$ cat src/rtl/mpjd_pkg.sv
// Shared types, codes and constants for the multi-policy job dispatcher.
package mpjd_pkg;

    localparam int MAX_JOBS_DEF = 32;

    localparam int ID_W    = 16;
    localparam int BURST_W = 16;
    localparam int PRIO_W  = 8;
    localparam int WORD_W  = ID_W + PRIO_W + BURST_W;

    localparam int S_DATA_W = 48;
    localparam int M_DATA_W = 40;
    localparam int CFG_IDX_W  = 1;
    localparam int CFG_DATA_W = 8;

    localparam logic [1:0] ACT_LOAD     = 2'd0;
    localparam logic [1:0] ACT_DISPATCH = 2'd1;
    localparam logic [1:0] ACT_CLEAR    = 2'd2;

    localparam logic [1:0] STS_ACCEPTED = 2'd0;
    localparam logic [1:0] STS_FULL     = 2'd1;
    localparam logic [1:0] STS_SLICE    = 2'd2;
    localparam logic [1:0] STS_NO_WORK  = 2'd3;

    localparam logic [1:0] POL_SJF  = 2'd0;
    localparam logic [1:0] POL_FCFS = 2'd1;
    localparam logic [1:0] POL_PRIO = 2'd2;
    localparam logic [1:0] POL_RR   = 2'd3;

    localparam logic [CFG_IDX_W-1:0] REG_POLICY     = 1'd0;
    localparam logic [CFG_IDX_W-1:0] REG_TIME_SLICE = 1'd1;

    localparam logic [1:0] POLICY_RESET     = POL_SJF;
    localparam logic [7:0] TIME_SLICE_RESET = 8'd2;

    typedef enum logic [1:0] {
        ST_IDLE,
        ST_EXEC,
        ST_SCAN,
        ST_FINISH
    } state_t;

    typedef struct packed {
        logic accept;
        logic start_scan;
        logic scan_step;
        logic exec_simple;
        logic finish_dispatch;
    } ctrl_cmd_t;

    typedef struct packed {
        logic req_dispatch;
        logic scan_done;
        logic out_free;
    } dp_status_t;

endpackage

$ cat src/rtl/multi_policy_job_dispatcher.sv
// Top level of the multi-policy job dispatcher: controller, datapath and checks.
//
//  Channel   Direction  Handshake          Contents
//  s_        in         s_tvalid/s_tready  one request: load, dispatch or clear
//  m_        out        m_tvalid/m_tready  one result for each request
//  cfg_      in         cfg_we             policy and time slice registers
//
// A dispatch request scans the job table, which has a single read port, and the scan
// reads one entry a cycle; load and clear requests skip the scan.
// Reset is synchronous and active low; the job table needs no clearing pass.
// A finished result waits in the output register while the next request is accepted;
// the following result is issued only once that register has been taken.
module multi_policy_job_dispatcher #(
    parameter int MAX_JOBS = mpjd_pkg::MAX_JOBS_DEF
) (
    input  logic                             aclk,
    input  logic                             aresetn,
    input  logic                             s_tvalid,
    output logic                             s_tready,
    // action[1:0], job_id[17:2], burst_time[33:18], job_priority[41:34], zeros above
    input  logic [mpjd_pkg::S_DATA_W-1:0]    s_tdata,
    output logic                             m_tvalid,
    input  logic                             m_tready,
    // status[1:0], run_job_id[17:2], run_time[33:18], job_finished[34], zeros above
    output logic [mpjd_pkg::M_DATA_W-1:0]    m_tdata,
    input  logic                             cfg_we,
    input  logic [mpjd_pkg::CFG_IDX_W-1:0]   cfg_index,
    input  logic [mpjd_pkg::CFG_DATA_W-1:0]  cfg_wdata
);

    import mpjd_pkg::*;

    ctrl_cmd_t  ctrl_cmd;
    dp_status_t dp_status;

    mpjd_ctrl u_ctrl (
        .aclk     (aclk),
        .aresetn  (aresetn),
        .s_tvalid (s_tvalid),
        .s_tready (s_tready),
        .status   (dp_status),
        .cmd      (ctrl_cmd)
    );

    mpjd_dp #(
        .MAX_JOBS (MAX_JOBS)
    ) u_dp (
        .aclk      (aclk),
        .aresetn   (aresetn),
        .s_tdata   (s_tdata),
        .m_tvalid  (m_tvalid),
        .m_tready  (m_tready),
        .m_tdata   (m_tdata),
        .cfg_we    (cfg_we),
        .cfg_index (cfg_index),
        .cfg_wdata (cfg_wdata),
        .cmd       (ctrl_cmd),
        .status    (dp_status)
    );

    assert property (@(posedge aclk) disable iff (!aresetn)
        $onehot0({ctrl_cmd.accept, ctrl_cmd.start_scan, ctrl_cmd.scan_step,
                  ctrl_cmd.exec_simple, ctrl_cmd.finish_dispatch}))
        else $error("More than one controller command in a cycle.");

    assert property (@(posedge aclk) disable iff (!aresetn)
        (m_tvalid && !m_tready) |-> !(ctrl_cmd.exec_simple || ctrl_cmd.finish_dispatch))
        else $error("Result issued over one that has not been taken.");

    assert property (@(posedge aclk) disable iff (!aresetn)
        ctrl_cmd.accept |=> !s_tready)
        else $error("Second request accepted before the first was finished.");

    assert property (@(posedge aclk) disable iff (!aresetn)
        ctrl_cmd.scan_step |-> !dp_status.scan_done)
        else $error("Table read issued beyond the loaded entries.");

endmodule

$ cat src/rtl/mpjd_ram.sv
// Generic single-port-write, single-port-read RAM with registered read data.
module mpjd_ram #(
    parameter int WIDTH = 8,
    parameter int DEPTH = 32
) (
    input  logic                     clk,
    input  logic                     we,
    input  logic [$clog2(DEPTH)-1:0] waddr,
    input  logic [WIDTH-1:0]         wdata,
    input  logic                     re,
    input  logic [$clog2(DEPTH)-1:0] raddr,
    output logic [WIDTH-1:0]         rdata
);

    logic [WIDTH-1:0] mem [DEPTH];
    logic [WIDTH-1:0] rdata_reg;

    always_ff @(posedge clk) begin
        if (we) begin
            mem[waddr] <= wdata;
        end
        if (re) begin
            rdata_reg <= mem[raddr];
        end
    end

    assign rdata = rdata_reg;

endmodule

$ cat src/rtl/mpjd_ctrl.sv
// Controller state machine sequencing request intake, table scan and result issue.
module mpjd_ctrl (
    input  logic                   aclk,
    input  logic                   aresetn,
    input  logic                   s_tvalid,
    output logic                   s_tready,
    input  mpjd_pkg::dp_status_t   status,
    output mpjd_pkg::ctrl_cmd_t    cmd
);

    import mpjd_pkg::*;

    state_t state_reg;
    state_t state_next;

    always_ff @(posedge aclk) begin
        if (!aresetn) begin
            state_reg <= ST_IDLE;
        end else begin
            state_reg <= state_next;
        end
    end

    always_comb begin
        state_next = state_reg;
        cmd        = '0;
        s_tready   = 1'b0;
        unique case (state_reg)
            ST_IDLE: begin
                s_tready = 1'b1;
                if (s_tvalid) begin
                    cmd.accept = 1'b1;
                    state_next = ST_EXEC;
                end
            end
            ST_EXEC: begin
                if (status.req_dispatch) begin
                    cmd.start_scan = 1'b1;
                    state_next     = ST_SCAN;
                end else if (status.out_free) begin
                    cmd.exec_simple = 1'b1;
                    state_next      = ST_IDLE;
                end
            end
            ST_SCAN: begin
                if (status.scan_done) begin
                    state_next = ST_FINISH;
                end else begin
                    cmd.scan_step = 1'b1;
                end
            end
            ST_FINISH: begin
                if (status.out_free) begin
                    cmd.finish_dispatch = 1'b1;
                    state_next          = ST_IDLE;
                end
            end
            default: begin
                state_next = ST_IDLE;
            end
        endcase
    end

endmodule

$ cat src/rtl/mpjd_dp.sv
// Datapath holding the job table, scan selection logic, configuration and result register.
module mpjd_dp #(
    parameter int MAX_JOBS = mpjd_pkg::MAX_JOBS_DEF
) (
    input  logic                                 aclk,
    input  logic                                 aresetn,
    input  logic [mpjd_pkg::S_DATA_W-1:0]        s_tdata,
    output logic                                 m_tvalid,
    input  logic                                 m_tready,
    output logic [mpjd_pkg::M_DATA_W-1:0]        m_tdata,
    input  logic                                 cfg_we,
    input  logic [mpjd_pkg::CFG_IDX_W-1:0]       cfg_index,
    input  logic [mpjd_pkg::CFG_DATA_W-1:0]      cfg_wdata,
    input  mpjd_pkg::ctrl_cmd_t                  cmd,
    output mpjd_pkg::dp_status_t                 status
);

    import mpjd_pkg::*;

    localparam int IW = $clog2(MAX_JOBS);
    localparam int CW = $clog2(MAX_JOBS + 1);
    localparam logic [CW-1:0] FULL_COUNT = CW'(MAX_JOBS);

    logic [1:0]         policy_reg;
    logic [7:0]         time_slice_reg;

    logic [1:0]         req_action_reg;
    logic [ID_W-1:0]    req_id_reg;
    logic [BURST_W-1:0] req_burst_reg;
    logic [PRIO_W-1:0]  req_prio_reg;

    logic [CW-1:0]      job_count_reg;
    logic [CW-1:0]      job_count_next;
    logic [IW-1:0]      rr_ptr_reg;
    logic [IW-1:0]      rr_ptr_next;

    logic [CW-1:0]      scan_cnt_reg;
    logic [CW-1:0]      scan_cnt_next;
    logic [IW-1:0]      scan_addr_reg;
    logic [IW-1:0]      scan_addr_next;
    logic               rd_vld_reg;
    logic [IW-1:0]      rd_idx_reg;

    logic               found_reg;
    logic               found_next;
    logic [IW-1:0]      best_idx_reg;
    logic [IW-1:0]      best_idx_next;
    logic [WORD_W-1:0]  best_word_reg;
    logic [WORD_W-1:0]  best_word_next;

    logic               m_tvalid_reg;
    logic               m_tvalid_next;
    logic [1:0]         out_status_reg;
    logic [1:0]         out_status_next;
    logic [ID_W-1:0]    out_id_reg;
    logic [ID_W-1:0]    out_id_next;
    logic [BURST_W-1:0] out_time_reg;
    logic [BURST_W-1:0] out_time_next;
    logic               out_fin_reg;
    logic               out_fin_next;

    logic               ram_we;
    logic [IW-1:0]      ram_waddr;
    logic [WORD_W-1:0]  ram_wdata;
    logic [WORD_W-1:0]  ram_rdata;

    logic [CW-1:0]      addr_inc;
    logic [CW-1:0]      ptr_inc;
    logic [BURST_W-1:0] cand_burst;
    logic [PRIO_W-1:0]  cand_prio;
    logic [BURST_W-1:0] best_burst;
    logic [PRIO_W-1:0]  best_prio;
    logic [BURST_W-1:0] quantum;
    logic [BURST_W-1:0] grant;
    logic [BURST_W-1:0] rem_left;
    logic               take;

    mpjd_ram #(
        .WIDTH (WORD_W),
        .DEPTH (MAX_JOBS)
    ) u_table (
        .clk   (aclk),
        .we    (ram_we),
        .waddr (ram_waddr),
        .wdata (ram_wdata),
        .re    (cmd.scan_step),
        .raddr (scan_addr_reg),
        .rdata (ram_rdata)
    );

    assign cand_burst = ram_rdata[BURST_W-1:0];
    assign cand_prio  = ram_rdata[BURST_W+PRIO_W-1:BURST_W];
    assign best_burst = best_word_reg[BURST_W-1:0];
    assign best_prio  = best_word_reg[BURST_W+PRIO_W-1:BURST_W];

    assign addr_inc = CW'(scan_addr_reg) + CW'(1);
    assign ptr_inc  = CW'(best_idx_reg) + CW'(1);

    assign quantum  = (time_slice_reg == 8'd0) ? BURST_W'(1) : BURST_W'(time_slice_reg);
    assign grant    = (policy_reg == POL_RR && quantum < best_burst) ? quantum : best_burst;
    assign rem_left = best_burst - grant;

    assign take = rd_vld_reg && (cand_burst != '0) &&
                  (!found_reg ||
                   (policy_reg == POL_SJF  && cand_burst < best_burst) ||
                   (policy_reg == POL_PRIO && cand_prio  < best_prio));

    always_comb begin
        job_count_next  = job_count_reg;
        rr_ptr_next     = rr_ptr_reg;
        scan_cnt_next   = scan_cnt_reg;
        scan_addr_next  = scan_addr_reg;
        found_next      = found_reg;
        best_idx_next   = best_idx_reg;
        best_word_next  = best_word_reg;
        m_tvalid_next   = m_tvalid_reg && !m_tready;
        out_status_next = out_status_reg;
        out_id_next     = out_id_reg;
        out_time_next   = out_time_reg;
        out_fin_next    = out_fin_reg;
        ram_we          = 1'b0;
        ram_waddr       = best_idx_reg;
        ram_wdata       = {best_word_reg[WORD_W-1:BURST_W], rem_left};

        if (cmd.start_scan) begin
            scan_cnt_next = '0;
            found_next    = 1'b0;
            if (policy_reg == POL_RR && CW'(rr_ptr_reg) < job_count_reg) begin
                scan_addr_next = rr_ptr_reg;
            end else begin
                scan_addr_next = '0;
            end
        end

        if (cmd.scan_step) begin
            scan_cnt_next = scan_cnt_reg + CW'(1);
            if (addr_inc == job_count_reg) begin
                scan_addr_next = '0;
            end else begin
                scan_addr_next = addr_inc[IW-1:0];
            end
        end

        if (take) begin
            found_next     = 1'b1;
            best_idx_next  = rd_idx_reg;
            best_word_next = ram_rdata;
        end

        if (cmd.exec_simple) begin
            m_tvalid_next   = 1'b1;
            out_status_next = STS_ACCEPTED;
            out_id_next     = '0;
            out_time_next   = '0;
            out_fin_next    = 1'b0;
            case (req_action_reg)
                ACT_LOAD: begin
                    if (job_count_reg == FULL_COUNT) begin
                        out_status_next = STS_FULL;
                    end else begin
                        ram_we         = 1'b1;
                        ram_waddr      = job_count_reg[IW-1:0];
                        ram_wdata      = {req_id_reg, req_prio_reg, req_burst_reg};
                        job_count_next = job_count_reg + CW'(1);
                    end
                end
                ACT_CLEAR: begin
                    job_count_next = '0;
                    rr_ptr_next    = '0;
                end
                default: begin
                end
            endcase
        end

        if (cmd.finish_dispatch) begin
            m_tvalid_next = 1'b1;
            if (found_reg) begin
                ram_we          = 1'b1;
                out_status_next = STS_SLICE;
                out_id_next     = best_word_reg[WORD_W-1:BURST_W+PRIO_W];
                out_time_next   = grant;
                out_fin_next    = (rem_left == '0);
                if (policy_reg == POL_RR) begin
                    if (ptr_inc >= job_count_reg) begin
                        rr_ptr_next = '0;
                    end else begin
                        rr_ptr_next = ptr_inc[IW-1:0];
                    end
                end
            end else begin
                out_status_next = STS_NO_WORK;
                out_id_next     = '0;
                out_time_next   = '0;
                out_fin_next    = 1'b0;
            end
        end
    end

    always_ff @(posedge aclk) begin
        if (!aresetn) begin
            policy_reg     <= POLICY_RESET;
            time_slice_reg <= TIME_SLICE_RESET;
            job_count_reg  <= '0;
            rr_ptr_reg     <= '0;
            rd_vld_reg     <= 1'b0;
            found_reg      <= 1'b0;
            m_tvalid_reg   <= 1'b0;
        end else begin
            if (cfg_we && cfg_index == REG_POLICY) begin
                policy_reg <= cfg_wdata[1:0];
            end
            if (cfg_we && cfg_index == REG_TIME_SLICE) begin
                time_slice_reg <= cfg_wdata;
            end
            job_count_reg <= job_count_next;
            rr_ptr_reg    <= rr_ptr_next;
            rd_vld_reg    <= cmd.scan_step;
            found_reg     <= found_next;
            m_tvalid_reg  <= m_tvalid_next;
        end
    end

    always_ff @(posedge aclk) begin
        if (cmd.accept) begin
            req_action_reg <= s_tdata[1:0];
            req_id_reg     <= s_tdata[17:2];
            req_burst_reg  <= s_tdata[33:18];
            req_prio_reg   <= s_tdata[41:34];
        end
        scan_cnt_reg   <= scan_cnt_next;
        scan_addr_reg  <= scan_addr_next;
        rd_idx_reg     <= scan_addr_reg;
        best_idx_reg   <= best_idx_next;
        best_word_reg  <= best_word_next;
        out_status_reg <= out_status_next;
        out_id_reg     <= out_id_next;
        out_time_reg   <= out_time_next;
        out_fin_reg    <= out_fin_next;
    end

    assign status.req_dispatch = (req_action_reg == ACT_DISPATCH);
    assign status.scan_done    = (scan_cnt_reg == job_count_reg);
    assign status.out_free     = !m_tvalid_reg || m_tready;

    assign m_tvalid = m_tvalid_reg;
    assign m_tdata  = {5'd0, out_fin_reg, out_time_reg, out_id_reg, out_status_reg};

endmodule

$ cat config.mk
export PLATFORM = sky130hd
export DESIGN_NAME = multi_policy_job_dispatcher
export DESIGN_NICKNAME = d
export VERILOG_FILES = /design/src/rtl/mpjd_pkg.sv /design/src/rtl/multi_policy_job_dispatcher.sv /design/src/rtl/mpjd_ram.sv /design/src/rtl/mpjd_ctrl.sv /design/src/rtl/mpjd_dp.sv
export SDC_FILE = /design/constraint.sdc
export NUM_CORES = 1
export LEC_CHECK = 0
export ABC_AREA = 1
export BUFFER_PORTS_ARGS = -buffer_cell sky130_fd_sc_hd__buf_4
export CAP_MARGIN = 20
export CORE_MARGIN = 1.5
export CORE_UTILIZATION = 55
export CTS_CLUSTER_DIAMETER = 200
export DETAILED_ROUTE_END_ITERATION = 10
export PLACE_DENSITY = 0.78
export SLEW_MARGIN = 20
export SYNTH_ARGS = -nofsm -noshare
export SYNTH_HDL_FRONTEND = slang
export SYNTH_SLANG_ARGS = --single-unit
export TNS_END_PERCENT = 5
$ cat constraint.sdc
create_clock -name aclk -period 9.98 [get_ports aclk]
set_input_delay 1.497 -clock aclk [delete_from_list [all_inputs] [get_ports aclk]]
set_output_delay 1.497 -clock aclk [all_outputs]
set_load 0.01 [all_outputs]
==> impl_metrics.json, run 1 <==
{
  "rows": 120,
  "setup-violations-final": 0,
  "drt-total-wl_mm": 153,
  "synth_top_area_share_pct": 73.7,
  "gr-total-overflow": 0,
  "grt_pass1_wl_mm": 224,
  "syn_area_per_cell_um2": 12.9,
  "ys_warn_count": 0,
  "maxCapViolCount": 0,
  "first_global_vias": 36707,
  "synth_top_area_cell": "edfxtp_1",
  "synth_common_cells": "edfxtp_1 (1,453), nor2_1 (986), o21ai_0 (780), o22ai_1 (327), nand2_1 (272)",
  "wl_per_cell_um": 25.0,
  "holdPathEnd": "u_dp.best_idx_reg[0]",
  "max_freq_ghz": 0.181,
  "synthArstFlopShare_pct": 0,
  "crit_path_cell_trace": "buf_4, inv_1, nand2_1, nand2_2, nor3_1, inv_1, nor3_4, buf_4, buf_4, or2_2, o21ai_1, inv_1, nand3_2, nor2_4, buf_4",
  "slew_viol_final": 0,
  "core_area_um2": 107000,
  "clk_latency_ns": 0.76,
  "finalCritPeriodShare_pct": 55.2,
  "cp_slowest_cell": "nor2_4",
  "n_antenna_cell": 0,
  "start_util_pct": 55.3,
  "clk_pin_slew_ns": 0.06,
  "design_area_um2": 66000,
  "synthTopCellsByArea": "edfxtp_1 (74%), o21ai_0 (6.6%), nor2_1 (6.3%)",
  "max_slew_margin_pct": 22.6,
  "ir_worst_vdd_mv": 0.181,
  "numPortBuffers": 92,
  "hold-path-cell-count": 0,
  "route.vias.total": 39051,
  "r2r-start": "u_dp.job_count_reg[1]",
  "cts.path.max_buffers": 3,
  "nets": 4713,
  "cts.sinks": 1484,
  "dpl_cell_area_um2": 61400,
  "area_growth_pct": 11.5,
  "synth_edf_count": 1453,
  "clock_skew_ns": 0.0289,
  "status": "complete, no violations",
  "tns_ns": 0,
  "ys_types": 57,
  "synth_seq_cells": 1484,
  "postCtsResizedCells": 0,
  "crit_path_end_kind": "register",
  "synthCells": 4577,
  "largest_reg_flops": 1280,
  "drt_iter0_markers": 6140,
  "worst-path-max-fanout": 42,
  "rsz0062_at_grt": "no",
  "ant_nets": 0,
  "cts_setup_buffers": 0,
  "timing.final.crit_period_ns": 5.51,
  "boundaryPins": 104,
  "h-tree-depth": 4,
  "syn_area_um2": 59200,
  "fp.dieH_um": 331,
  "crit_required_ns": 10.35,
  "die_area_um2": 110000,
  "pre_cts_ws_ns": 3.86,
  "min_from": "u_dp.rd_idx_reg[0]",
  "grtUsageTotal_pct": 27.6,
  "rrSetupSlack_ns": 4.64,
  "gp_congestion": 0.865,
  "synth_ff_type": "edfxtp_1",
  "die_w_um": 331,
  "power_density_nw_per_um2": 196,
  "ctsHoldBuffers": 0,
  "rr_worst_depth": 13,
  "critPathArrivalTime_ns": 5.88,
  "drtPass1Iterations": 5,
  "cp-start-kind": "input pin",
  "grt_max_degree": 221,
  "antenna_found_initial": 3,
  "post-route-drc-count": 0,
  "setup_slack_ns": 4.47,
  "tightest_slew_ns": 1.16,
  "yosysSeqAreaShare_pct": 74.8,
  "via_per_inst": 6.39,
  "timing.rr.end": "u_dp.u_table.mem[2][24]",
  "cts_tree": "built",
  "hold_viol": 0,
  "drive_above_1_share_pct": 9.73,
  "slowest_delay_ns": 1.04,
  "dp_hpwl_mm": 74.5,
  "min-delay-path-class": "register to register",
  "nFillCells": 7516,
  "synth_most_common_cell": "edfxtp_1",
  "criticalPathCategory": "input pin to register",
  "cts_made_buffers": 145,
  "timing.critical_path.mode_cell": "buf_4",
  "p_leak_nw": 21.7,
  "cts-root-buf": "clkbuf_16"
}
-- metal layers --
| metal | global-route usage, % | vias up | part of all wire, % |
|---|---|---|---|
| met1 | 38.5 | 18897 | 37 |
| li1 | - | 16915 | - |
| met4 | 12.5 | 2 | 4.4 |
| met2 | 42.0 | 2799 | 46 |
| met3 | 5.74 | 438 | 13 |
| met5 | 0 | - | 0.0092 |
-- cell usage in the layout, fill, tap and decap left out, types with 4 or more instances in the layout --
| master | instances |
|---|---|
| dfxtp_1 | 31 |
| o211ai_1 | 5 |
| ha_1 | 52 |
| inv_1 | 98 |
| o21ai_0 | 749 |
| clkbuf_1 | 35 |
| o21a_1 | 8 |
| nand4_1 | 10 |
| buf_12 | 6 |
| xor2_1 | 14 |
| a21oi_1 | 37 |
| o32ai_1 | 80 |
| xnor2_1 | 4 |
| nor4_1 | 5 |
| clkinv_2 | 23 |
| clkinv_8 | 4 |
| nand3_1 | 23 |
| nand2_2 | 5 |
| nor3_1 | 16 |
| bufinv_16 | 5 |
| inv_6 | 5 |
| nand3_2 | 7 |
| edfxtp_1 | 1453 |
| o21ai_1 | 25 |
| o21ai_2 | 4 |
| nand2_1 | 270 |
| clkbuf_16 | 151 |
| nor2_1 | 953 |
| conb_1 | 5 |
| buf_4 | 164 |
| o21ai_4 | 8 |
| clkinv_1 | 29 |
| nor2_4 | 34 |
| o22ai_1 | 327 |
| inv_2 | 12 |
-- per-stage QoR --
step	util [%]	total power [mW]	hold WS [ns]	cells
global placement	57.4	7.77	0.385	5850
detailed placement	57.4	7.80	0.390	5852
floorplan	-	7.54	0.346	4581
global route	61.7	13.2	0.407	6112
CTS	61.6	12.9	0.404	6110
finish	61.7	12.9	0.405	6112
-- final cells by class --
cell class                 instances  area, um^2  area share, %
sequential                      1484       44300           67.1
multi-input combinational       2678       13600           20.6
clock buffer                     187        3920           5.95
tap                             1403        1760           2.66
timing repair buffer             174        1400           2.13
clock inverter                    71         551          0.835
inverter                         115         463          0.702
-- worst max path at each step --
| stage | startpoint | endpoint | slack, ns | cells past startpoint |
|---|---|---|---|---|
| 2_1_floorplan | m_tready | u_dp.u_table.mem[11][0] | 5.16 | 11 |
| 3_3_place_gp | m_tready | u_dp.u_table.mem[2][19] | 3.95 | 15 |
| 3_5_place_dp | m_tready | u_dp.u_table.mem[2][17] | 3.86 | 15 |
| 4_1_cts | m_tready | u_dp.u_table.mem[2][17] | 4.63 | 15 |
| 5_1_grt | m_tready | u_dp.u_table.mem[2][24] | 4.20 | 15 |
| 6_report | m_tready | u_dp.u_table.mem[2][24] | 4.47 | 15 |
-- cell families (layout without fill, tap and decap cells) --
group	after synthesis	after routing	share of synthesized area [%]
DFF	1484	1484	74.8
buffers and inverters	419	547	2.85
adders and majority gates	53	53	1.13
other	1	5	0.00634
xor gates and xnor gates	18	18	0.266
and+or+nand+nor	1337	1337	8.85
AOI/OAI and AO/OA	1265	1265	12.1
-- worst max-delay path, delay by kind of cell --
kind | cells | cell delay, ns
AOI/OAI and AO/OA | 1 | 0.14
buffers and inverters | 7 | 2.11
and+or+nand+nor | 7 | 2.10
-- report_power, final --
part / switching [mW] / internal [mW]
Combinational: 0.543 / 0.196
Clock: 2.29 / 2.91
Sequential: 0.0268 / 6.93
Power figures use the tool's default switching activity.
==> run 2, diff against run 1 <==
==> constraint.sdc (replaced) <==
create_clock -name aclk -period 5.3 [get_ports aclk]
set_input_delay 0.795 -clock aclk [delete_from_list [all_inputs] [get_ports aclk]]
set_output_delay 0.795 -clock aclk [all_outputs]
set_load 0.01 [all_outputs]
==> impl_metrics.json, run 2 (synthesis results as in run 1) <==
{
  "power_mw": 24.1,
  "status": "complete, no violations",
  "start_util_pct": 55.3,
  "critical_path.top_delay_family": "simple AND/OR/NAND/NOR gates",
  "cts.path.max_buffers": 3,
  "cts_setup_buffers": 0,
  "p_leak_nw": 21.8,
  "hold_viol": 0,
  "boundaryPins": 104,
  "finalHoldWorstSlack_ns": 0.214,
  "final_core_util_pct": 62.0,
  "clock_skew_ns": 0.0399,
  "core_area_um2": 107000,
  "cts_made_buffers": 144,
  "cts-root-buf": "clkbuf_16",
  "tns_ns": 0,
  "nFillCells": 7581,
  "cts_tree": "built",
  "gp_congestion": 0.894,
  "cp_slowest_cell": "nand2_1",
  "largest_reg_flops": 1280,
  "maxCapViolCount": 0,
  "drtPass1Iterations": 6,
  "max_slew_margin_pct": 16.7,
  "pre_cts_ws_ns": 0.621,
  "cp.buffers_inverters": 2,
  "tightest_slew_ns": 1.25,
  "timing.final.crit_period_ns": 4.80,
  "numPortBuffers": 92,
  "rows": 120,
  "cts.sinks": 1484,
  "grt_pass1_wl_mm": 221,
  "clk_pin_slew_ns": 0.06,
  "setup_slack_ns": 0.504,
  "antenna_found_initial": 0,
  "die_area_um2": 110000,
  "min-delay-path-class": "input pin to register",
  "via_per_inst": 6.32,
  "finalCritPeriodShare_pct": 90.5,
  "fp.dieH_um": 331,
  "power.switching_mw": 5.29,
  "final_common_cell": "edfxtp_1",
  "drt_iter0_markers": 5805,
  "swShare_pct": 21.9,
  "crit_required_ns": 5.56,
  "nets": 4740,
  "die_w_um": 331,
  "crit_path_end_kind": "register",
  "slew_viol_final": 0,
  "area_growth_pct": 12.1,
  "drt-total-wl_mm": 150,
  "p_int_mw": 18.8,
  "ant_nets": 0,
  "h-tree-depth": 4,
  "drive_above_1_share_pct": 10.1,
  "power_density_nw_per_um2": 364,
  "route.vias.total": 38756,
  "p_clk_share_pct": 39.9,
  "n_antenna_cell": 0,
  "sequentialPowerShare_pct": 54.4,
  "timing.critical_path.mode_cell": "nand2_1",
  "grt_max_degree": 267,
  "setup-violations-final": 0,
  "slowest_delay_ns": 0.54,
  "ir_worst_vdd_mv": 0.284,
  "first_global_vias": 36770,
  "clk_latency_ns": 0.75,
  "dp_hpwl_mm": 79.8,
  "gr-total-overflow": 0,
  "cp-start-kind": "register",
  "post-route-drc-count": 0,
  "critPathArrivalTime_ns": 5.06,
  "rsz0062_at_grt": "no",
  "max_freq_ghz": 0.208,
  "wl_per_cell_um": 24.4,
  "criticalPathCategory": "register to register",
  "ctsHoldBuffers": 0,
  "grtUsageTotal_pct": 27.1,
  "mostFrequentLayoutCells": "edfxtp_1 (1,453), nor2_1 (953), o21ai_0 (749)",
  "worst-path-max-fanout": 32,
  "postCtsResizedCells": 0,
  "pwr-share-comb_pct": 5.8
}
==> run 2: power by group through the flow <==
stage	registers [mW]	logic [mW]	clock network, mW
floorplan	13.3	0.848	0
global placement	13.4	1.31	0
detailed placement	13.4	1.35	0
CTS	13.1	1.36	9.67
global route	13.1	1.51	10.1
finish	13.1	1.39	9.62
==> run 2: layer usage <==
layer | up-vias | routed length (um) | track usage [%]
met5 | - | 0 | 0
met4 | 0 | 5010 | 9.85
met3 | 374 | 19700 | 6.72
met2 | 2617 | 69000 | 42.2
met1 | 18783 | 55900 | 37.3
li1 | 16982 | - | -
==> run 2: final timing paths <==
check / start / end / slack (ns) / depth (start not counted)
max: u_dp.best_word_reg[5] / u_dp.u_table.mem[10][15] / 0.50 / 26
min: s_tdata[31] / u_dp.req_burst_reg[13] / 0.21 / 1
max reg2reg: u_dp.best_word_reg[5] / u_dp.u_table.mem[10][15] / 0.50 / 26
min reg2reg: u_dp.rd_idx_reg[4] / u_dp.best_idx_reg[4] / 0.40 / 0
==> run 2: worst reg2reg max path, cell delays in order, from the launching register on <==
cell and delay [ns]:
edfxtp_1 0.42, inv_1 0.12, ha_1 0.25, a21oi_1 0.14, nor2_1 0.06, a211oi_1 0.21, nand2_2 0.12, nand2_4 0.14
nand2_4 0.16, o21ai_0 0.34, ha_1 0.34, a21oi_1 0.15, nand2_1 0.10, nand3_1 0.07, nand2_1 0.08, nand2_1 0.07
nand2_1 0.08, nand2_1 0.07, nand2_1 0.07, inv_1 0.12, nand3_2 0.12, nor2_2 0.15, nand3_1 0.10, nand2_1 0.08
nand2_1 0.08, nand2_1 0.13, nand2_1 0.54
==> run 2: through the flow <==
stage | area [um^2] | cells
after floorplan | 59200 | 4581
after global placement | 61900 | 5881
after detailed placement | 61900 | 5881
after CTS | 66300 | 6136
after global routing | 66300 | 6137
final | 66300 | 6137
==> run 2: area by class of cell <==
type | count | area [um^2] | area share [%]
Clock buffer | 188 | 3840 | 5.80
Timing Repair Buffer | 202 | 1900 | 2.87
Multi-Input combinational cell | 2678 | 13600 | 20.5
Clock inverter | 67 | 514 | 0.776
Sequential cell | 1484 | 44300 | 66.7
Tap cell | 1403 | 1760 | 2.65
Inverter | 115 | 463 | 0.698
